File: config.mk
export PLATFORM = sky130hd
export DESIGN_NAME = fm_tuning_knob_controller_top_flat
export DESIGN_NICKNAME = d
export VERILOG_FILES = /design/src/rtl/fmtk_pkg.sv /design/src/rtl/fmtk_ifs.sv /design/src/rtl/fmtk_cfg_regs.sv /design/src/rtl/fmtk_tune.sv /design/src/rtl/fmtk_bars.sv /design/src/rtl/fm_tuning_knob_controller_top.sv /design/src/flat_wrapper.sv
export SDC_FILE = /design/constraint.sdc
export NUM_CORES = 1
export LEC_CHECK = 0
export BUFFER_PORTS_ARGS = -buffer_cell sky130_fd_sc_hd__buf_2
export CAP_MARGIN = 10
export CORE_MARGIN = 5
export CORE_UTILIZATION = 31
export CTS_BUF_LIST = sky130_fd_sc_hd__clkbuf_4 sky130_fd_sc_hd__clkbuf_8
export CTS_CLUSTER_DIAMETER = 50
export DETAILED_ROUTE_END_ITERATION = 12
export PLACE_DENSITY = 0.57
export SYNTH_ARGS = -nofsm -noshare
export SYNTH_HDL_FRONTEND = slang
export SYNTH_SLANG_ARGS = --single-unit
File: constraint.sdc
create_clock -name i_clk -period 8.92 [get_ports i_clk]
set_clock_uncertainty 0.05 [all_clocks]
set_input_delay 0.446 -clock i_clk [delete_from_list [all_inputs] [get_ports i_clk]]
set_output_delay 0.446 -clock i_clk [all_outputs]
set_load 0.01 [all_outputs]
File: src/rtl/fmtk_pkg.sv
// fmtk_pkg: shared types, constants and register indexes for the FM tuning-knob controller.
// No dependencies; imported by the interfaces and every module of the block.
`default_nettype none

package fmtk_pkg;

    // Default width of a knob sample
    localparam int SAMPLE_BITS_DEF = 10;

    // Frequency plan, 10 kHz units
    localparam int TUNE_SPAN_LOG = 11;     // knob full scale spans 2048 units
    localparam int BAND_LOW      = 8800;
    localparam int BAND_MID      = 9800;
    localparam int BAND_HIGH     = 10800;
    localparam int CH_HALF       = 10;     // half of the 200 kHz channel grid

    // rf/20 as (rf>>2)*RECIP_5 >> RECIP_SHIFT, exact for 16-bit rf
    localparam int RECIP_5       = 52429;
    localparam int RECIP_SHIFT   = 18;
    localparam int Q_BITS        = 12;     // 65535/20 < 4096

    // Field widths
    localparam int FREQ_BITS     = 16;
    localparam int LO_BITS       = 14;
    localparam int OFFSET_BITS   = 11;
    localparam int STR_BITS      = 10;
    localparam int BARS_BITS     = 3;
    localparam int BARS_MAX      = 4;
    localparam int CFG_DATA_BITS = 16;

    // Register reset values
    localparam logic [FREQ_BITS-1:0]   TUNE_BASE_RST = 16'd8776;
    localparam logic [OFFSET_BITS-1:0] IF_OFFSET_RST = 11'd1070;
    localparam logic [STR_BITS-1:0]    STR_LOW_RST   = 10'd400;
    localparam logic [STR_BITS-1:0]    STR_HIGH_RST  = 10'd660;

    typedef enum logic [1:0] {
        CFG_TUNE_BASE = 2'd0,
        CFG_IF_OFFSET = 2'd1,
        CFG_STR_LOW   = 2'd2,
        CFG_STR_HIGH  = 2'd3
    } t_cfg_idx;

    typedef struct packed {
        logic [FREQ_BITS-1:0]   tune_base;
        logic [OFFSET_BITS-1:0] if_offset;
        logic [STR_BITS-1:0]    strength_low;
        logic [STR_BITS-1:0]    strength_high;
    } t_cfg;

    // Load strobes of the three pipeline registers
    typedef struct packed {
        logic ld1;
        logic ld2;
        logic ld3;
    } t_pipe_ctl;

endpackage

`default_nettype wire

File: src/rtl/fmtk_ifs.sv
// fmtk_ifs: valid/ready channel interfaces of the FM tuning-knob controller
// (sample input, result output, register write). Depends on fmtk_pkg.
`default_nettype none

interface fmtk_in_if
    import fmtk_pkg::*;
#(
    parameter int SAMPLE_BITS = SAMPLE_BITS_DEF
);
    logic                   valid;
    logic                   ready;
    logic [SAMPLE_BITS-1:0] tuning_sample;
    logic [STR_BITS-1:0]    strength_sample;

    modport source (output valid, tuning_sample, strength_sample, input ready);
    modport sink   (input valid, tuning_sample, strength_sample, output ready);
endinterface

interface fmtk_out_if
    import fmtk_pkg::*;
();
    logic                 valid;
    logic                 ready;
    logic [FREQ_BITS-1:0] rf_freq;
    logic [FREQ_BITS-1:0] channel_freq;
    logic [LO_BITS-1:0]   lo_freq;
    logic                 retune;
    logic [BARS_BITS-1:0] signal_bars;

    modport source (output valid, rf_freq, channel_freq, lo_freq, retune, signal_bars,
                    input ready);
    modport sink   (input valid, rf_freq, channel_freq, lo_freq, retune, signal_bars,
                    output ready);
endinterface

interface fmtk_cfg_if
    import fmtk_pkg::*;
();
    logic                     valid;
    logic                     ready;
    t_cfg_idx                 index;
    logic [CFG_DATA_BITS-1:0] data;

    modport source (output valid, index, data, input ready);
    modport sink   (input valid, index, data, output ready);
endinterface

`default_nettype wire

File: src/rtl/fmtk_cfg_regs.sv
// fmtk_cfg_regs: configuration register file, written one register per transfer.
// Depends on fmtk_pkg.
`default_nettype none

module fmtk_cfg_regs
    import fmtk_pkg::*;
(
    input  wire logic                     i_clk,
    input  wire logic                     i_rst_n,
    input  wire logic                     i_wr_valid,
    input  wire t_cfg_idx                 i_wr_index,
    input  wire logic [CFG_DATA_BITS-1:0] i_wr_data,
    output logic                          o_wr_ready,
    output t_cfg                          o_cfg
);

    t_cfg r_cfg;
    t_cfg n_cfg;

    assign o_wr_ready = 1'b1;
    assign o_cfg      = r_cfg;

    always_comb begin
        n_cfg = r_cfg;
        if (i_wr_valid) begin
            case (i_wr_index)
                CFG_TUNE_BASE: n_cfg.tune_base     = i_wr_data;
                CFG_IF_OFFSET: n_cfg.if_offset     = i_wr_data[OFFSET_BITS-1:0];
                CFG_STR_LOW:   n_cfg.strength_low  = i_wr_data[STR_BITS-1:0];
                CFG_STR_HIGH:  n_cfg.strength_high = i_wr_data[STR_BITS-1:0];
                default:       n_cfg = r_cfg;
            endcase
        end
    end

    always_ff @(posedge i_clk) begin
        if (!i_rst_n) begin
            r_cfg.tune_base     <= TUNE_BASE_RST;
            r_cfg.if_offset     <= IF_OFFSET_RST;
            r_cfg.strength_low  <= STR_LOW_RST;
            r_cfg.strength_high <= STR_HIGH_RST;
        end else begin
            r_cfg <= n_cfg;
        end
    end

endmodule

`default_nettype wire

File: src/rtl/fmtk_tune.sv
// fmtk_tune: knob smoothing, RF frequency, channel snap and LO hold, three register stages.
// Depends on fmtk_pkg; stage loads come from the top-level pipeline control.
`default_nettype none

module fmtk_tune
    import fmtk_pkg::*;
#(
    parameter int SAMPLE_BITS = SAMPLE_BITS_DEF
)(
    input  wire logic                   i_clk,
    input  wire logic                   i_rst_n,
    input  wire t_pipe_ctl              i_ctl,
    input  wire t_cfg                   i_cfg,
    input  wire logic [SAMPLE_BITS-1:0] i_tuning_sample,
    output logic [FREQ_BITS-1:0]        o_rf_freq,
    output logic [FREQ_BITS-1:0]        o_channel_freq,
    output logic [LO_BITS-1:0]          o_lo_freq,
    output logic                        o_retune
);

    localparam int SCALE_BITS = TUNE_SPAN_LOG;
    localparam int WIDE_BITS  = SAMPLE_BITS + SCALE_BITS;
    localparam int PROD_BITS  = 2 * FREQ_BITS - 2;

    // Stage 1: smoothed knob value, also the running-average state
    logic [SAMPLE_BITS-1:0] r_smooth;
    logic [SAMPLE_BITS-1:0] n_smooth;
    logic [SAMPLE_BITS+1:0] smooth_sum;

    // Stage 2: RF frequency and rf/20
    logic [FREQ_BITS-1:0]   r2_rf;
    logic [Q_BITS-1:0]      r2_q;
    logic [FREQ_BITS-1:0]   n_rf;
    logic [Q_BITS-1:0]      n_q;
    logic [WIDE_BITS-1:0]   scale_wide;
    logic [PROD_BITS-1:0]   prod;

    // Stage 3: result registers; r_ch doubles as the last channel
    logic [FREQ_BITS-1:0]   r_rf;
    logic [FREQ_BITS-1:0]   r_ch;
    logic [LO_BITS-1:0]     r_held_lo;
    logic                   r_retune;
    logic [FREQ_BITS-1:0]   n_ch;
    logic [FREQ_BITS-1:0]   lo_wide;
    logic                   n_retune;

    // (3*s + x) / 4
    assign smooth_sum = {2'b00, r_smooth} + {1'b0, r_smooth, 1'b0}
                      + {2'b00, i_tuning_sample};
    assign n_smooth   = smooth_sum[SAMPLE_BITS+1:2];

    // 2048*s >> SAMPLE_BITS, always below 2048
    assign scale_wide = {r_smooth, {SCALE_BITS{1'b0}}} >> SAMPLE_BITS;
    assign n_rf       = i_cfg.tune_base + FREQ_BITS'(scale_wide[SCALE_BITS-1:0]);
    assign prod       = PROD_BITS'(n_rf[FREQ_BITS-1:2]) * PROD_BITS'(RECIP_5);
    assign n_q        = prod[RECIP_SHIFT +: Q_BITS];

    assign n_ch     = {r2_q, 4'b0000} + {2'b00, r2_q, 2'b00} + FREQ_BITS'(CH_HALF);
    assign n_retune = (n_ch != r_ch);

    always_comb begin
        if (n_ch >= FREQ_BITS'(BAND_LOW) && n_ch < FREQ_BITS'(BAND_MID)) begin
            lo_wide = n_ch - FREQ_BITS'(i_cfg.if_offset);
        end else if (n_ch >= FREQ_BITS'(BAND_MID) && n_ch <= FREQ_BITS'(BAND_HIGH)) begin
            lo_wide = n_ch + FREQ_BITS'(i_cfg.if_offset);
        end else begin
            lo_wide = '0;
        end
    end

    always_ff @(posedge i_clk) begin
        if (!i_rst_n) begin
            r_smooth  <= SAMPLE_BITS'(1) << (SAMPLE_BITS - 1);
            r_ch      <= '0;
            r_held_lo <= '0;
        end else begin
            if (i_ctl.ld1) begin
                r_smooth <= n_smooth;
            end
            if (i_ctl.ld3) begin
                r_ch <= n_ch;
                if (n_retune) begin
                    r_held_lo <= lo_wide[LO_BITS-1:0];
                end
            end
        end
    end

    always_ff @(posedge i_clk) begin
        if (i_ctl.ld2) begin
            r2_rf <= n_rf;
            r2_q  <= n_q;
        end
        if (i_ctl.ld3) begin
            r_rf     <= r2_rf;
            r_retune <= n_retune;
        end
    end

    assign o_rf_freq      = r_rf;
    assign o_channel_freq = r_ch;
    assign o_lo_freq      = r_held_lo;
    assign o_retune       = r_retune;

    // Retune flag reports exactly a change of channel
    a_retune_matches_change: assert property (@(posedge i_clk) disable iff (!i_rst_n)
        i_ctl.ld3 |=> (r_retune == ($past(r_ch) != r_ch)))
        else $error("retune flag disagrees with channel change");

    // A held LO is nonzero exactly while the channel sits in the band
    a_lo_in_band: assert property (@(posedge i_clk) disable iff (!i_rst_n)
        (r_held_lo != '0) ==
        (r_ch >= FREQ_BITS'(BAND_LOW) && r_ch <= FREQ_BITS'(BAND_HIGH)))
        else $error("held LO inconsistent with channel band");

endmodule

`default_nettype wire

File: src/rtl/fmtk_bars.sv
// fmtk_bars: lock-detect clamp and signal bar count by threshold compare, three stages.
// Depends on fmtk_pkg; stage loads come from the top-level pipeline control.
`default_nettype none

module fmtk_bars
    import fmtk_pkg::*;
(
    input  wire logic                i_clk,
    input  wire t_pipe_ctl           i_ctl,
    input  wire t_cfg                i_cfg,
    input  wire logic [STR_BITS-1:0] i_strength_sample,
    output logic [BARS_BITS-1:0]     o_signal_bars
);

    logic [STR_BITS-1:0]   r1_strength;
    logic [BARS_BITS-1:0]  r2_bars;
    logic [BARS_BITS-1:0]  r3_bars;
    logic [BARS_BITS-1:0]  n_bars;

    logic [STR_BITS-1:0]   s_clamp;
    logic [STR_BITS-1:0]   s_rel;
    logic [STR_BITS+2:0]   dist5;      // 5*(s-low)
    logic [STR_BITS-1:0]   span;
    logic [STR_BITS+2:0]   thr1;
    logic [STR_BITS+2:0]   thr2;
    logic [STR_BITS+2:0]   thr3;
    logic [STR_BITS+2:0]   thr4;

    always_comb begin
        if (i_cfg.strength_high <= i_cfg.strength_low) begin
            s_clamp = i_cfg.strength_low;
        end else if (r1_strength < i_cfg.strength_low) begin
            s_clamp = i_cfg.strength_low;
        end else if (r1_strength > i_cfg.strength_high) begin
            s_clamp = i_cfg.strength_high;
        end else begin
            s_clamp = r1_strength;
        end
    end

    assign s_rel = s_clamp - i_cfg.strength_low;
    assign dist5 = {1'b0, s_rel, 2'b00} + {3'b000, s_rel};
    assign span  = i_cfg.strength_high - i_cfg.strength_low;
    assign thr1  = {3'b000, span};
    assign thr2  = {2'b00, span, 1'b0};
    assign thr3  = {2'b00, span, 1'b0} + {3'b000, span};
    assign thr4  = {1'b0, span, 2'b00};

    // Inverted limits leave dist5 at zero; a zero span is caught here too
    always_comb begin
        if (i_cfg.strength_high <= i_cfg.strength_low) begin
            n_bars = '0;
        end else if (dist5 >= thr4) begin
            n_bars = BARS_BITS'(4);
        end else if (dist5 >= thr3) begin
            n_bars = BARS_BITS'(3);
        end else if (dist5 >= thr2) begin
            n_bars = BARS_BITS'(2);
        end else if (dist5 >= thr1) begin
            n_bars = BARS_BITS'(1);
        end else begin
            n_bars = '0;
        end
    end

    always_ff @(posedge i_clk) begin
        if (i_ctl.ld1) begin
            r1_strength <= i_strength_sample;
        end
        if (i_ctl.ld2) begin
            r2_bars <= n_bars;
        end
        if (i_ctl.ld3) begin
            r3_bars <= r2_bars;
        end
    end

    assign o_signal_bars = r3_bars;

endmodule

`default_nettype wire

File: src/rtl/fm_tuning_knob_controller_top.sv
// FM tuning-knob controller, top level: one tuning-knob sample and one lock-detect
// sample per input transfer, one result transfer per item, in order. The block takes
// one item every clock cycle sustained while the output is ready. Each item passes three
// register stages (input register holding the smoothed knob value, RF/channel-divide
// register, result register), and its result is presented from the result register.
// The smoothing add and the last-channel compare are the only datapath loops, which is
// why one item per cycle holds.
// Each stage advances whenever the stage after it is empty or moving, so bubbles are
// squeezed out and input is still taken while a finished result waits at the output.
// Registers (tune_base, if_offset, strength_low, strength_high) are written through the
// config channel, which is always ready; write them only while no item is in flight.
// No memories, no clearing pass: the block is ready on the first cycle after reset.
// Depends on fmtk_pkg, fmtk_ifs, fmtk_cfg_regs, fmtk_tune and fmtk_bars.
`default_nettype none

module fm_tuning_knob_controller_top
    import fmtk_pkg::*;
#(
    parameter int SAMPLE_BITS = SAMPLE_BITS_DEF
)(
    input  wire logic   i_clk,
    input  wire logic   i_rst_n,
    fmtk_in_if.sink     i_in,
    fmtk_out_if.source  o_out,
    fmtk_cfg_if.sink    i_cfg
);

    // Stage valid bits
    logic      r_v1;
    logic      r_v2;
    logic      r_v3;
    logic      n_v1;
    logic      n_v2;
    logic      n_v3;

    // A stage may load when it is empty or its content moves on this cycle
    logic      rdy1;
    logic      rdy2;
    logic      rdy3;

    t_pipe_ctl ctl;
    t_cfg      cfg;

    assign rdy3 = !r_v3 || o_out.ready;
    assign rdy2 = !r_v2 || rdy3;
    assign rdy1 = !r_v1 || rdy2;

    assign ctl.ld1 = i_in.valid && rdy1;
    assign ctl.ld2 = r_v1 && rdy2;
    assign ctl.ld3 = r_v2 && rdy3;

    assign i_in.ready  = rdy1;
    assign o_out.valid = r_v3;

    always_comb begin
        n_v1 = ctl.ld1 ? 1'b1 : (ctl.ld2 ? 1'b0 : r_v1);
        n_v2 = ctl.ld2 ? 1'b1 : (ctl.ld3 ? 1'b0 : r_v2);
        n_v3 = ctl.ld3 ? 1'b1 : (o_out.ready ? 1'b0 : r_v3);
    end

    always_ff @(posedge i_clk) begin
        if (!i_rst_n) begin
            r_v1 <= 1'b0;
            r_v2 <= 1'b0;
            r_v3 <= 1'b0;
        end else begin
            r_v1 <= n_v1;
            r_v2 <= n_v2;
            r_v3 <= n_v3;
        end
    end

    // Configuration registers
    fmtk_cfg_regs u_cfg_regs (
        .i_clk      (i_clk),
        .i_rst_n    (i_rst_n),
        .i_wr_valid (i_cfg.valid),
        .i_wr_index (i_cfg.index),
        .i_wr_data  (i_cfg.data),
        .o_wr_ready (i_cfg.ready),
        .o_cfg      (cfg)
    );

    // Frequency path: smoothing, RF, channel snap, LO hold
    fmtk_tune #(
        .SAMPLE_BITS (SAMPLE_BITS)
    ) u_tune (
        .i_clk           (i_clk),
        .i_rst_n         (i_rst_n),
        .i_ctl           (ctl),
        .i_cfg           (cfg),
        .i_tuning_sample (i_in.tuning_sample),
        .o_rf_freq       (o_out.rf_freq),
        .o_channel_freq  (o_out.channel_freq),
        .o_lo_freq       (o_out.lo_freq),
        .o_retune        (o_out.retune)
    );

    // Strength path: clamp and bar count
    fmtk_bars u_bars (
        .i_clk             (i_clk),
        .i_ctl             (ctl),
        .i_cfg             (cfg),
        .i_strength_sample (i_in.strength_sample),
        .o_signal_bars     (o_out.signal_bars)
    );

    // Full pipeline behind a stalled output takes no new transfer
    a_no_overrun: assert property (@(posedge i_clk) disable iff (!i_rst_n)
        (r_v1 && r_v2 && r_v3 && !o_out.ready) |-> !i_in.ready)
        else $error("input accepted into a full pipeline");

    // Bar count stays within its saturated range
    a_bars_range: assert property (@(posedge i_clk) disable iff (!i_rst_n)
        o_out.valid |-> (o_out.signal_bars <= BARS_BITS'(BARS_MAX)))
        else $error("signal bar count above saturation");

endmodule

`default_nettype wire
File: src/flat_wrapper.sv
// flat-port wrapper written by rule: the top's interface ports become plain ports
module fm_tuning_knob_controller_top_flat import fmtk_pkg::*;
#(
    parameter int SAMPLE_BITS = SAMPLE_BITS_DEF
)
  (i_clk, i_rst_n, i_in_valid, i_in_tuning_sample, i_in_strength_sample, i_in_ready, o_out_valid, o_out_rf_freq, o_out_channel_freq, o_out_lo_freq, o_out_retune, o_out_signal_bars, o_out_ready, i_cfg_valid, i_cfg_index, i_cfg_data, i_cfg_ready);
  fmtk_in_if #(.SAMPLE_BITS(SAMPLE_BITS)) i_in_i ();
  fmtk_out_if o_out_i ();
  fmtk_cfg_if i_cfg_i ();
  input  wire logic i_clk;
  input  wire logic i_rst_n;
  input wire logic [$bits(i_in_i.valid)-1:0] i_in_valid;
  input wire logic [$bits(i_in_i.tuning_sample)-1:0] i_in_tuning_sample;
  input wire logic [$bits(i_in_i.strength_sample)-1:0] i_in_strength_sample;
  output wire logic [$bits(i_in_i.ready)-1:0] i_in_ready;
  output wire logic [$bits(o_out_i.valid)-1:0] o_out_valid;
  output wire logic [$bits(o_out_i.rf_freq)-1:0] o_out_rf_freq;
  output wire logic [$bits(o_out_i.channel_freq)-1:0] o_out_channel_freq;
  output wire logic [$bits(o_out_i.lo_freq)-1:0] o_out_lo_freq;
  output wire logic [$bits(o_out_i.retune)-1:0] o_out_retune;
  output wire logic [$bits(o_out_i.signal_bars)-1:0] o_out_signal_bars;
  input wire logic [$bits(o_out_i.ready)-1:0] o_out_ready;
  input wire logic [$bits(i_cfg_i.valid)-1:0] i_cfg_valid;
  input wire logic [$bits(i_cfg_i.index)-1:0] i_cfg_index;
  input wire logic [$bits(i_cfg_i.data)-1:0] i_cfg_data;
  output wire logic [$bits(i_cfg_i.ready)-1:0] i_cfg_ready;
  assign i_in_i.valid = i_in_valid;
  assign i_in_i.tuning_sample = i_in_tuning_sample;
  assign i_in_i.strength_sample = i_in_strength_sample;
  assign i_in_ready = i_in_i.ready;
  assign o_out_valid = o_out_i.valid;
  assign o_out_rf_freq = o_out_i.rf_freq;
  assign o_out_channel_freq = o_out_i.channel_freq;
  assign o_out_lo_freq = o_out_i.lo_freq;
  assign o_out_retune = o_out_i.retune;
  assign o_out_signal_bars = o_out_i.signal_bars;
  assign o_out_i.ready = o_out_ready;
  assign i_cfg_i.valid = i_cfg_valid;
  assign i_cfg_i.index = i_cfg_index;
  assign i_cfg_i.data = i_cfg_data;
  assign i_cfg_ready = i_cfg_i.ready;
  fm_tuning_knob_controller_top #(.SAMPLE_BITS(SAMPLE_BITS)) u_core (.i_clk(i_clk), .i_rst_n(i_rst_n), .i_in(i_in_i), .o_out(o_out_i), .i_cfg(i_cfg_i));
endmodule
Word level (Yosys, flattened, before mapping):

Cells that the tools add are included.

* reductions and logical operators: 21
* add/sub/neg operators: 11
* eq/ne operators: 4
* $mul: 1
* multiplexer cells: 15
* order comparisons: 11

Operators with widths (count)
* $ge 16x14->1 const B: 2
* $mul 14x16->30 const B: 1
* $mux 10: 3
* $mux 14: 2
* $ge 13x12->1: 2
* $sub 10x10->10: 2
* $add 16x11->16: 1
* $add 16x14->16: 1
* $add 16x4->16 const B: 1
* $le 16x14->1 const B: 1
* $lt 16x14->1 const B: 1
* $ne 16x16->1: 1
* $add 14x11->14: 1
* $sub 14x11->14: 1
* $add 12x10->13: 1
* $ge 13x10->1: 1
* $ge 13x11->1: 1
* $add 10x11->12: 1
* $add 11x10->12: 1
* $add 12x10->12: 1
* $gt 10x10->1: 1
* $le 10x10->1: 1
* $lt 10x10->1: 1
* $reduce_and 2->1: 5
* other kinds (11): 29

* bits in registers: 151
* logic and storage cells: 81
* input bits: 43
* output and inout bits: 53

Depth between registers and ports, before layout:

Gate-level depths: netlist (run 1).

* word-level depth: 11
* depth in mapped cells: 38
* mapped depth without buffers: 38

Cells and area by module:

Synthesis (run 1) repeated with hierarchy kept, for this count alone.

* cell total of the unflattened synthesis: 1605
* area total of the unflattened synthesis: 15067.0 µm²

Modules (own cells, without submodules)
* fmtk_tune: times used 1, cells an instance 977, seq. area each 2132.0 µm², area each 9362.7 µm²
* fmtk_bars: times used 1, cells an instance 424, seq. area each 480.5 µm², area each 3659.8 µm²
* fmtk_cfg_regs: times used 1, cells an instance 191, seq. area each 940.9 µm², area each 1906.8 µm²
* fm_tuning_knob_controller_top: times used 1, cells an instance 13, seq. area each 60.1 µm², area each 137.6 µm²

Worst setup path before layout (run 1):

No wires, ideal clock.

* path kind: reg2reg
* start: register u_core.u_tune.r_smooth[0]
* end: register u_core.u_tune.r2_q[10] (data pin)
* cell stages (with the launch flop): 34
* library setup time: 258 ps
* data required time: 8612 ps
* period minus slack after synthesis: 7893 ps
* arrival: 7585 ps
* setup slack: 1027 ps
* buffers on the path: 0
* path through: dfxtp_1 > ha_1 > fa_1 > a21o_1 > a21oi_1 > o21ai_0 > a21oi_1 > nor2b_1 > o21a_1 > o21ai_0 > nand2b_1 > a21oi_1 > nor2_1 > xor2_1 > ha_1 > inv_1 > fa_1 > fa_1 > inv_1 > fa_1 > fa_1 > fa_1 > ha_1 > a2111oi_0 > o21ai_0 > o21ai_0 > o22a_1 > o31ai_1 > a41oi_1 > a21oi_1 > and4_1 > or3_1 > a21oi_1 > xnor2_1

* longest elaborated chain between the ends: 2

RTL lines
* from (decl): line fmtk_tune.sv:26 `logic [SAMPLE_BITS-1:0] r_smooth;`
* from (signal assigned): line fmtk_tune.sv:73 `r_smooth <= SAMPLE_BITS'(1) << (SAMPLE_BITS - 1);`
* from (signal assigned): line fmtk_tune.sv:78 `r_smooth <= n_smooth;`
* $add 16x11->16: line fmtk_tune.sv:54 `assign n_rf = i_cfg.tune_base + FREQ_BITS'(scale_wide[SCALE_BITS-1:0]);`
* via u_core.u_tune.n_rf[13]: line fmtk_tune.sv:33 `logic [FREQ_BITS-1:0] n_rf;`
* $mul 14x16->30: line fmtk_tune.sv:55 `assign prod = PROD_BITS'(n_rf[FREQ_BITS-1:2]) * PROD_BITS'(RECIP_5);`
* via u_core.u_tune.prod[28]: line fmtk_tune.sv:36 `logic [PROD_BITS-1:0] prod;`
* to (signal assigned): line fmtk_tune.sv:92 `r2_q <= n_q;`
* to (decl): line fmtk_tune.sv:32 `logic [Q_BITS-1:0] r2_q;`

The timed path passes the listed nets, and every way through them passes these cells.
A chain may end at the register's enable or synchronous reset.

Worst setup path in the final report (run 1):

Same ends and word-level chain as after synthesis.

==> results of run 1 <==
## critical path: cells and delay by family (launching register included)
| family | cells | cell delay [ns] |
|---|---|---|
| AO/OA/AOI/OAI | 11 | 2.15 |
| adder cells (fa/ha/maj) | 9 | 3.77 |
| buffers and inverters | 2 | 0.13 |
| AND/OR/NAND/NOR | 8 | 1.33 |
| flip-flops | 1 | 0.38 |
| XOR/XNOR | 2 | 0.28 |
## stage by stage
stage	hold WS [ns]	utilization [%]
after floorplan	0.3503	-
after global placement	0.3554	33.85
after detailed placement	0.3545	33.85
after CTS	0.01507	34.75
after global routing	0.02527	34.79
final	0.05727	34.80
## sequential cells by signal (all words and copies together), names as in the netlist
name and cells:
u_core.u_tune.r_smooth 10, u_core.u_tune.o_lo_freq 14, u_core.o_out.valid 1, u_core.u_tune.r2_q 12, u_core.u_bars.r1_strength 10, u_core.u_bars.o_signal_bars 3, u_core.r_v2 1, u_core.u_bars.r2_bars 3
u_core.u_tune.o_retune 1, u_core.r_v1 1, u_core.u_tune.r2_rf 16, u_core.u_tune.o_rf_freq 16, u_core.u_tune.o_channel_freq 15, u_core.u_cfg_regs.o_cfg 47
## worst paths after layout
check                                           endpoint  slack (ns)                              startpoint  cells past startpoint
setup / recovery        u_core.u_tune.r2_q[10]$_DFFE_PP_        0.59  u_core.u_tune.r_smooth[0]$_SDFFE_PN0P_                     32
hold / removal    u_core.u_bars.r1_strength[1]$_DFFE_PP_        0.06                 i_in_strength_sample[1]                      1
setup reg to reg        u_core.u_tune.r2_q[10]$_DFFE_PP_        0.59  u_core.u_tune.r_smooth[0]$_SDFFE_PN0P_                     32
hold reg to reg     u_core.u_tune.o_rf_freq[0]$_DFFE_PP_        0.38        u_core.u_tune.r2_rf[0]$_DFFE_PP_                      0
## final cells by class
| type | count | area share (%) |
|---|---|---|
| repair buffers | 101 | 3.407 |
| well taps | 592 | 4.803 |
| clock inverters | 14 | 1.038 |
| flip-flops and latches | 150 | 23.43 |
| diodes | 1 | 0.01623 |
| clock buffers | 18 | 1.566 |
| multi-input cells | 1155 | 61.60 |
| inverters | 170 | 4.138 |
## cell usage in the layout (no fill, tap or decap), types with 4 or more instances in the layout
cell,count
or2_2,8
nor2_1,89
mux2i_1,14
o21ai_0,63
nor2b_1,18
edfxtp_1,61
fa_1,72
o221ai_1,5
nor3_1,20
xor2_1,24
inv_6,6
buf_2,93
buf_4,8
or3_1,4
o31ai_1,5
a21oi_1,125
and2_1,4
nand2_1,149
o21bai_1,14
a2111oi_0,4
inv_1,166
ha_1,249
o211ai_1,18
a21o_1,30
a21boi_0,8
dfxtp_1,89
nand4_1,17
o21ai_1,9
xnor2_1,54
clkbuf_8,17
and3_1,7
nand2b_1,19
o21a_1,20
nand3_1,30
a211oi_1,11
## cell families after synthesis
group / after synthesis
buffers and inverters: 207
AOI/OAI and AO/OA: 355
xor gates and xnor gates: 81
muxes: 14
DFF: 150
other: 2
and+or+nand+nor: 382
adders and majority gates: 321
## layer usage
metal	global-route usage, %	vias up	wire (um)
li1	-	5446	-
met1	17.83	5078	15900
met2	25.41	126	17010
met3	2.158	48	816
met4	4.474	0	772
met5	0	-	0
==> metrics.md, run 1 <==
| Metric | Value |
|---|---|
| Register area share after synthesis | a little over a quarter |
| Syn_area_per_cell | 9.189 sq um |
| Worst Setup Path Type | flip-flop to flip-flop |
| CTS max path bufs | 2 |
| Final slew viol count | 0 |
| Register area | 0.003613 sq mm |
| Synth Cell Area | 0.01389 sq mm |
| Number of setup buffers added after CTS | 0 |
| Worst slew margin | 35.18% |
| Routed wire length | 34500 um |
| Yosys top cell by area | ha_1 |
| Drc violations | 0 |
| Largest cells by area after synthesis | ha_1 (22%), edfxtp_1 (13%), dfxtp_1 (13%), fa_1 (10%), a21oi_1 (4.5%) |
| CP max FO | 5 |
| Worst Path Required | 9.14 ns |
| Largest family of logic cells by synthesized area | adder cells |
| Multiplexer share of the synthesized area | under 10% |
| Post-synth EDFFs | between 60 and 70 |
| Vias | between 10000 and 15000 |
| Final hold violation count | 0 |
| Top cell by count, worst path | fa_1 |
| Synthesized-area fraction occupied by and/or/nand/nor cells | 12.87% |
| Synth Flop Type | dfxtp_1 |
| Largest stage delay, worst path | 0.54 ns |
| Fin Setup TNS | 0 ns |
| Placed Area | 0.01500 sq mm |
| Finished Cell Area | 0.01542 sq mm |
| Initial drt markers | about 470 |
| F_max | 0.1201 GHz |
| Horiz. Die Dim | 221.7 um |
| Die area | roughly 0.049 sq mm |
| CTS tree | done |
| I/O Pins | 96 |
| Adder-Cell Fraction of Synth Area | around a third |
| Xor and xnor area share after synthesis | 5.214% |
| Drt via density | slightly below 5 |
| Slowest CP cell | fa_1 |
| Chip Height | 221.7 um |
| Commonest cells post-synth | ha_1 (249), inv_1 (167), nand2_1 (149) |
| NumNets Final | 1959 |
| Critical path endpoint category | flip-flop |
| #FFs+latches synth | 150 |
| # fillers | 4558 |
| Fraction of layout cells with a size suffix above 1 | 10.14% |
| Vias in the first global route | around 11000 |
| Clk_lat worst skew | 0.52 ns |
| Initial antenna violation count | 0 |
| Minimum clock period after layout | 8.326 ns |
| Synthesized net count | between 1500 and 2000 |
| Hold Path Class | input port to flip-flop |
| Syn Inst Count | roughly 1500 |
| Clock tree sinks | 150 |
| Max Cap Viol | 0 |
| Most common cell in the synthesized netlist | ha_1 |
| Core Footprint | 0.04432 sq mm |
| Async S/R FF share, synth | 0% |
| Critical path arrival | about 8.5 ns |
| H-tree levels | 4 |
| Row Count | 77 |
| Final Non-Filler Cells | 2201 |
| CP Launch Type | flip-flop |
| Pre-antenna DRT Iters | 5 |
| Detailed Place HPWL | 28060 um |
| First-pass GRT wire length | approximately 57000 um |
| GP Congestion | 0.8585 |
| Status | finished, final reports clean |
| Gr usage total | between 10 and 15% |
| Area share of the largest cell type after synthesis | 22.42% |
| Area of the multi-input gates | 0.009500 sq mm |
| CTS Hold Buffers Added | 0 |
| RSZ-0062 raised after global routing | no |
| Worst-path clk slew | 0.11 ns |
| Initial core utilization | a little under a third |
| Unique masters post-synth | 79 |
| Measured slew at the worst slew-check pin | roughly 0.97 ns |
| Clk root buf | clkbuf_8 |
| # setup viols final | 0 |
| Compound-Gate Fraction of Synth Area | 16.18% |
| CTS Buf Count | 17 |
| DRT antenna net count | 0 |
| Post-CTS Resized | 0 |
| Largest net degree at the start of global routing | 62 |
| WL/cell | between 15 and 20 um |
| Syn-to-layout area delta | 11.01% |
| Placed Cells | between 2000 and 2500 |
| GRT Residual Overflow | 0 |
| Final Cycle Share | 93.34% |
| Warnings from Yosys | 0 |
| Final worst slack | 0.5940 ns |
| I/O Buffers | 93 |
| Post-Place Setup Slack | 0.4246 ns |
Power of run 1 is not shown: default switching activity piles up to over one toggle a cycle in this logic, so the estimate is an artifact.
==> inputs of run 2 (changes only) <==
--- a/config.mk
+++ b/config.mk
@@ -12,7 +12,6 @@
 export CTS_BUF_LIST = sky130_fd_sc_hd__clkbuf_4 sky130_fd_sc_hd__clkbuf_8
 export CTS_CLUSTER_DIAMETER = 50
 export DETAILED_ROUTE_END_ITERATION = 12
-export PLACE_DENSITY = 0.57
 export SYNTH_ARGS = -nofsm -noshare
 export SYNTH_HDL_FRONTEND = slang
 export SYNTH_SLANG_ARGS = --single-unit
==> metrics.md, run 2 (synthesis results as in run 1) <==
| Metric | Value |
|---|---|
| CP Launch Type | flip-flop |
| RSZ-0062 raised after global routing | no |
| WL/cell | ~16 um |
| Critical path arrival | 8.55 ns |
| H-tree levels | 4 |
| Vias | 10720 |
| Measured slew at the worst slew-check pin | 0.9510 ns |
| Met3 wire length | 712 um |
| Top cell by count, worst path | fa_1 |
| Clock tree sinks | 150 |
| Final hold violation count | 0 |
| Hold Path Class | input port to flip-flop |
| Met2 WL | 17040 um |
| Finished Cell Area | 0.01542 sq mm |
| Worst-path clk slew | 0.10 ns |
| Detailed Place HPWL | between 20000 and 30000 um |
| Max Cap Viol | 0 |
| CTS Buf Count | 17 |
| Status | finished, final reports clean |
| DRT antenna net count | 0 |
| Syn-to-layout area delta | 10.96% |
| Drc violations | 0 |
| Worst setup path startpoint | u_core.u_tune.r_smooth[0]$_SDFFE_PN0P_ |
| First-pass GRT wire length | about 57000 um |
| Horiz. Die Dim | approximately 220 um |
| Initial drt markers | roughly 410 |
| RR Startpoint | u_core.u_tune.r_smooth[0]$_SDFFE_PN0P_ |
| Fin Setup TNS | 0 ns |
| Initial core utilization | 31.35% |
| GP Congestion | 0.8472 |
| I/O Pins | 96 |
| Clk_lat worst skew | 0.51 ns |
| F_max | 0.1200 GHz |
| M1 wire length | 16060 um |
| Pre-antenna DRT Iters | 6 |
| Initial antenna violation count | 1 |
| Final slew viol count | 0 |
| Core Footprint | around 0.044 sq mm |
| Chip Height | 221.7 um |
| CTS max path bufs | 2 |
| Fraction of layout cells with a size suffix above 1 | 10.07% |
| Worst slew margin | around 36% |
| Antenna cells | 0 |
| Largest net degree at the start of global routing | between 40 and 50 |
| CP max FO | 5 |
| HP Start | i_in_strength_sample[2] |
| CTS Hold Buffers Added | 0 |
| Clk root buf | clkbuf_8 |
| Gr usage total | 14.11% |
| Placed Area | 0.01501 sq mm |
| Largest stage delay, worst path | 0.54 ns |
| Minimum clock period after layout | around 8.3 ns |
| Final Cycle Share | slightly above 90% |
| Worst Setup Path Type | flip-flop to flip-flop |
| Vias in the first global route | 11250 |
| Final hold slack | 0.05412 ns |
| GRT Residual Overflow | 0 |
| Slowest CP cell | fa_1 |
| Final Util | 34.79% |
| Routed wire length | 34440 um |
| Most frequent cells in the layout | ha_1 (249), inv_1 (166), nand2_1 (149), a21oi_1 (125), buf_2 (93) |
| Critical path endpoint category | flip-flop |
| I/O Buffers | 93 |
| Row Count | slightly below 80 |
| Max reg flops | 47 |
| Worst Path Required | between 9 and 10 ns |
| NumNets Final | 1960 |
| # setup viols final | 0 |
| Uppermost routed layer | met4 |
| Drt via density | around 5 |
| CTS tree | done |
| Die area | roughly 0.05 sq mm |
| Most common cell after layout, fill and taps aside | ha_1 |
run 2: changes by cell type in the layout (fill, tap and decap cells not counted), sizes merged:
cell    before  now
buf        101  102
clkbuf      18   17
diode        1    0
inv        177  178
run 2: cell type report:
class                           instances  area, sq um
Fill cell                            4612        28900
Multi-Input combinational cell       1155         9500
Sequential cell                       150         3613
Tap cell                              592        740.7
Inverter                              170        638.1
Timing Repair Buffer                  102        533.0
Clock buffer                           17        234.0
Clock inverter                         15        156.4
run 2: routing by layer:
layer	up-vias	track usage (%)
met5	-	0
met1	5113	17.59
met2	128	25.61
met3	34	1.893
met4	0	3.818
li1	5444	-
run 2: worst paths after layout:
path / to / slack (ns) / depth (start not counted)
worst max-delay path: u_core.u_tune.r2_q[10]$_DFFE_PP_ / 0.58 / 33
worst min-delay path: u_core.u_bars.r1_strength[2]$_DFFE_PP_ / 0.05 / 1
worst max register to register: u_core.u_tune.r2_q[10]$_DFFE_PP_ / 0.58 / 33
worst min register to register: u_core.u_tune.o_rf_freq[3]$_DFFE_PP_ / 0.37 / 0
run 2: repair_timing:
item / CTS / global route
buffers inserted: 0 / 0
resized for setup: 0 / 3
setup endpoints to repair: 0 / 3
run 2: stage by stage:
step,cells,setup slack [ns]
finish,2201,0.5837
CTS,2201,0.4086
floorplan,1512,1.027
detailed placement,2169,0.4407
global route,2201,0.04381
global placement,2169,0.4801
run 2: worst max-delay path: cells and delay by family, from the launching register on:
kind,cells,cell delay [ns]
adders and majority gates,9,3.65
AOI/OAI and AO/OA,15,2.79
and+or+nand+nor,5,0.85
DFF,1,0.38
xor gates and xnor gates,2,0.24
buffers and inverters,2,0.12
Power of run 2 is left out for the same reason.
==> inputs of run 3 (changes only) <==
--- a/config.mk
+++ b/config.mk
@@ -14,4 +14,5 @@
 export DETAILED_ROUTE_END_ITERATION = 12
 export SYNTH_ARGS = -nofsm -noshare
 export SYNTH_HDL_FRONTEND = slang
+export SYNTH_HIERARCHICAL = 1
 export SYNTH_SLANG_ARGS = --single-unit
==> metrics.md, run 3 <==
| Metric | Value |
|---|---|
| Syn-to-layout area delta | 10.59% |
| Chip Height | 230.5 um |
| Uppermost routed layer | met4 |
| Yosys top cell by area | ha_1 |
| Core Footprint | approximately 0.048 sq mm |
| Largest stage delay, worst path | 0.54 ns |
| Final Util | 34.75% |
| Vias in the first global route | 11760 |
| Final Cycle Share | between 90% and 100% |
| Drc violations | 0 |
| Hold Path Class | input port to flip-flop |
| RR Startpoint | u_core/u_tune/r_smooth[0]$_SDFFE_PN0P_ |
| # setup viols final | 0 |
| Status | finished, final reports clean |
| Hold depth | 3 |
| NumNets Final | roughly 2100 |
| CP max FO | 5 |
| WL/cell | approximately 16 um |
| Initial core utilization | 31.42% |
| Fin Setup TNS | 0 ns |
| Fraction of layout cells with a size suffix above 1 | 10.50% |
| F_max | 0.1236 GHz |
| Routed wire length | 37780 um |
| HP Start | i_cfg_data[15] |
| Worst slew margin | 33.49% |
| Commonest cells post-synth | ha_1 (248), inv_1 (206), nand2_1 (109) |
| Unique masters post-synth | 93 |
| GRT Residual Overflow | 0 |
| H-tree levels | 4 |
| #FFs+latches synth | 150 |
| Met3 wire length | 1067 um |
| Top cell by count, worst path | fa_1 |
| Max Cap Viol | 0 |
| Pre-antenna DRT Iters | 5 |
| Largest cells by area after synthesis | ha_1 (21%), edfxtp_1 (12%), dfxtp_1 (12%), fa_1 (9.4%), inv_1 (5.1%) |
| Worst reg2reg path depth | 30 |
| Clk_lat worst skew | 0.53 ns |
| Clock tree sinks | 150 |
| Worst Path Required | between 9 and 10 ns |
| Met2 WL | between 15000 and 20000 um |
| Slowest CP cell | fa_1 |
| Largest net degree at the start of global routing | just under 60 |
| I/O Pins | 96 |
| Synth Flop Type | dfxtp_1 |
| Syn Inst Count | 1605 |
| Syn_area_per_cell | 9.388 sq um |
| Gr usage total | between 10% and 20% |
| I/O Buffers | 93 |
| Worst Setup Path Type | flip-flop to flip-flop |
| DRT antenna net count | 0 |
| Worst setup path startpoint | u_core/u_tune/r_smooth[0]$_SDFFE_PN0P_ |
| Post-synth EDFFs | 61 |
| CTS tree | done |
| CTS max path bufs | 2 |
| Clk root buf | clkbuf_8 |
| Final slew viol count | 0 |
| Initial drt markers | 588 |
| Minimum clock period after layout | 8.090 ns |
| Warnings from Yosys | 6 |
| Detailed Place HPWL | 31130 um |
| Final hold violation count | 0 |
| CTS Buf Count | 17 |
| RSZ-0062 raised after global routing | no |
| Row Count | 80 |
| GP Congestion | 0.8763 |
| Most frequent cells in the layout | ha_1 (248), inv_1 (206), nand2_1 (109), buf_2 (92), dfxtp_1 (89) |
| Vias | between 10000 and 15000 |
| Horiz. Die Dim | 230.5 um |
| Area share of the largest cell type after synthesis | roughly a fifth |
| Max reg flops | 47 |
| Number of setup buffers added after CTS | 0 |
| Initial antenna violation count | 2 |
| Critical path arrival | 8.32 ns |
| Async S/R FF share, synth | 0% |
| Die area | about 0.053 sq mm |
| Drt via density | 5.033 |
| Most common cell after layout, fill and taps aside | ha_1 |
| Synthesized net count | 1967 |
| First-pass GRT wire length | 60490 um |
| Measured slew at the worst slew-check pin | between 0.9 and 1 ns |
| Most common cell in the synthesized netlist | ha_1 |
| Register area share after synthesis | 23.98% |
| CP Launch Type | flip-flop |
| Synth Cell Area | 0.01507 sq mm |
| Critical path endpoint category | flip-flop |
| M1 wire length | between 15000 and 20000 um |
| Worst-path clk slew | about 0.1 ns |
[run 3: cell types whose count changed after synthesis, sizes merged, moves of 8 or more]
| cell | change |
|---|---|
| inv | +38 |
| a21oi | -45 |
| o2111ai | +9 |
| o32ai | +8 |
| nor2 | -17 |
| nand2 | -41 |
| nand3 | -13 |
| nor2b | +30 |
| buf | +16 |
| mux2i | +49 |
[run 3: final timing paths]
kind | end | slack (ns)
max | u_core/u_tune/r2_q[11]$_DFFE_PP_ | 0.83
min | u_core/u_cfg_regs/o_cfg[46]$_SDFFE_PN0P_ | 0.12
max reg2reg | u_core/u_tune/r2_q[11]$_DFFE_PP_ | 0.83
min reg2reg | u_core/u_bars/o_signal_bars[1]$_DFFE_PP_ | 0.37
[run 3: cell families after synthesis]
logic type	Yosys count	synth area share, %
other	2	0.04984
xor gates and xnor gates	85	5.032
muxes	65	4.335
adders and majority gates	319	30.03
AOI/OAI and AO/OA	363	17.02
DFF	150	23.98
buffers and inverters	252	6.718
and+or+nand+nor	369	12.83
[run 3: layout make-up]
cell class	instances	area, sq um
inverters	206	773.2
flip-flops and latches	150	3613
repair buffers	114	650.6
clock inverters	14	140.1
well taps	615	769.5
fillers	4789	31280
clock buffers	18	247.7
multi-input cells	1203	10460
diodes	3	7.507
[run 3: what timing repair did]
action | 4_1_cts | 5_1_grt
resized for setup | 0 | 0
hold buffers | 10 | 0
endpoints found under the hold margin | 10 | 0
[run 3: stage by stage]
step,std cells,setup slack [ns],hold WS (ns),instance area [sq um]
2_1_floorplan,1605,1.604,0.3503,15070
3_3_place_gp,2277,0.9677,0.3558,16160
3_5_place_dp,2277,0.8242,0.3545,16160
4_1_cts,2319,0.7906,0.04215,16650
5_1_grt,2321,0.2285,0.09964,16660
6_report,2323,0.8299,0.1170,16660
[run 3: worst max-delay path: cells and delay by family (launching register included)]
kind	cells	cell delay, ns
compound gates	11	2.73
flops	1	0.38
buf+inv	4	0.22
simple gates	4	0.57
xor+xnor	3	0.75
fa+ha+maj	8	3.12
[run 3: per-layer routing]
metal,track usage [%],up-vias
li1,-,5868
met1,18.15,5609
met2,23.88,167
met3,2.531,47
met4,4.782,0
met5,0,-
Power of run 3 is left out for the same reason.
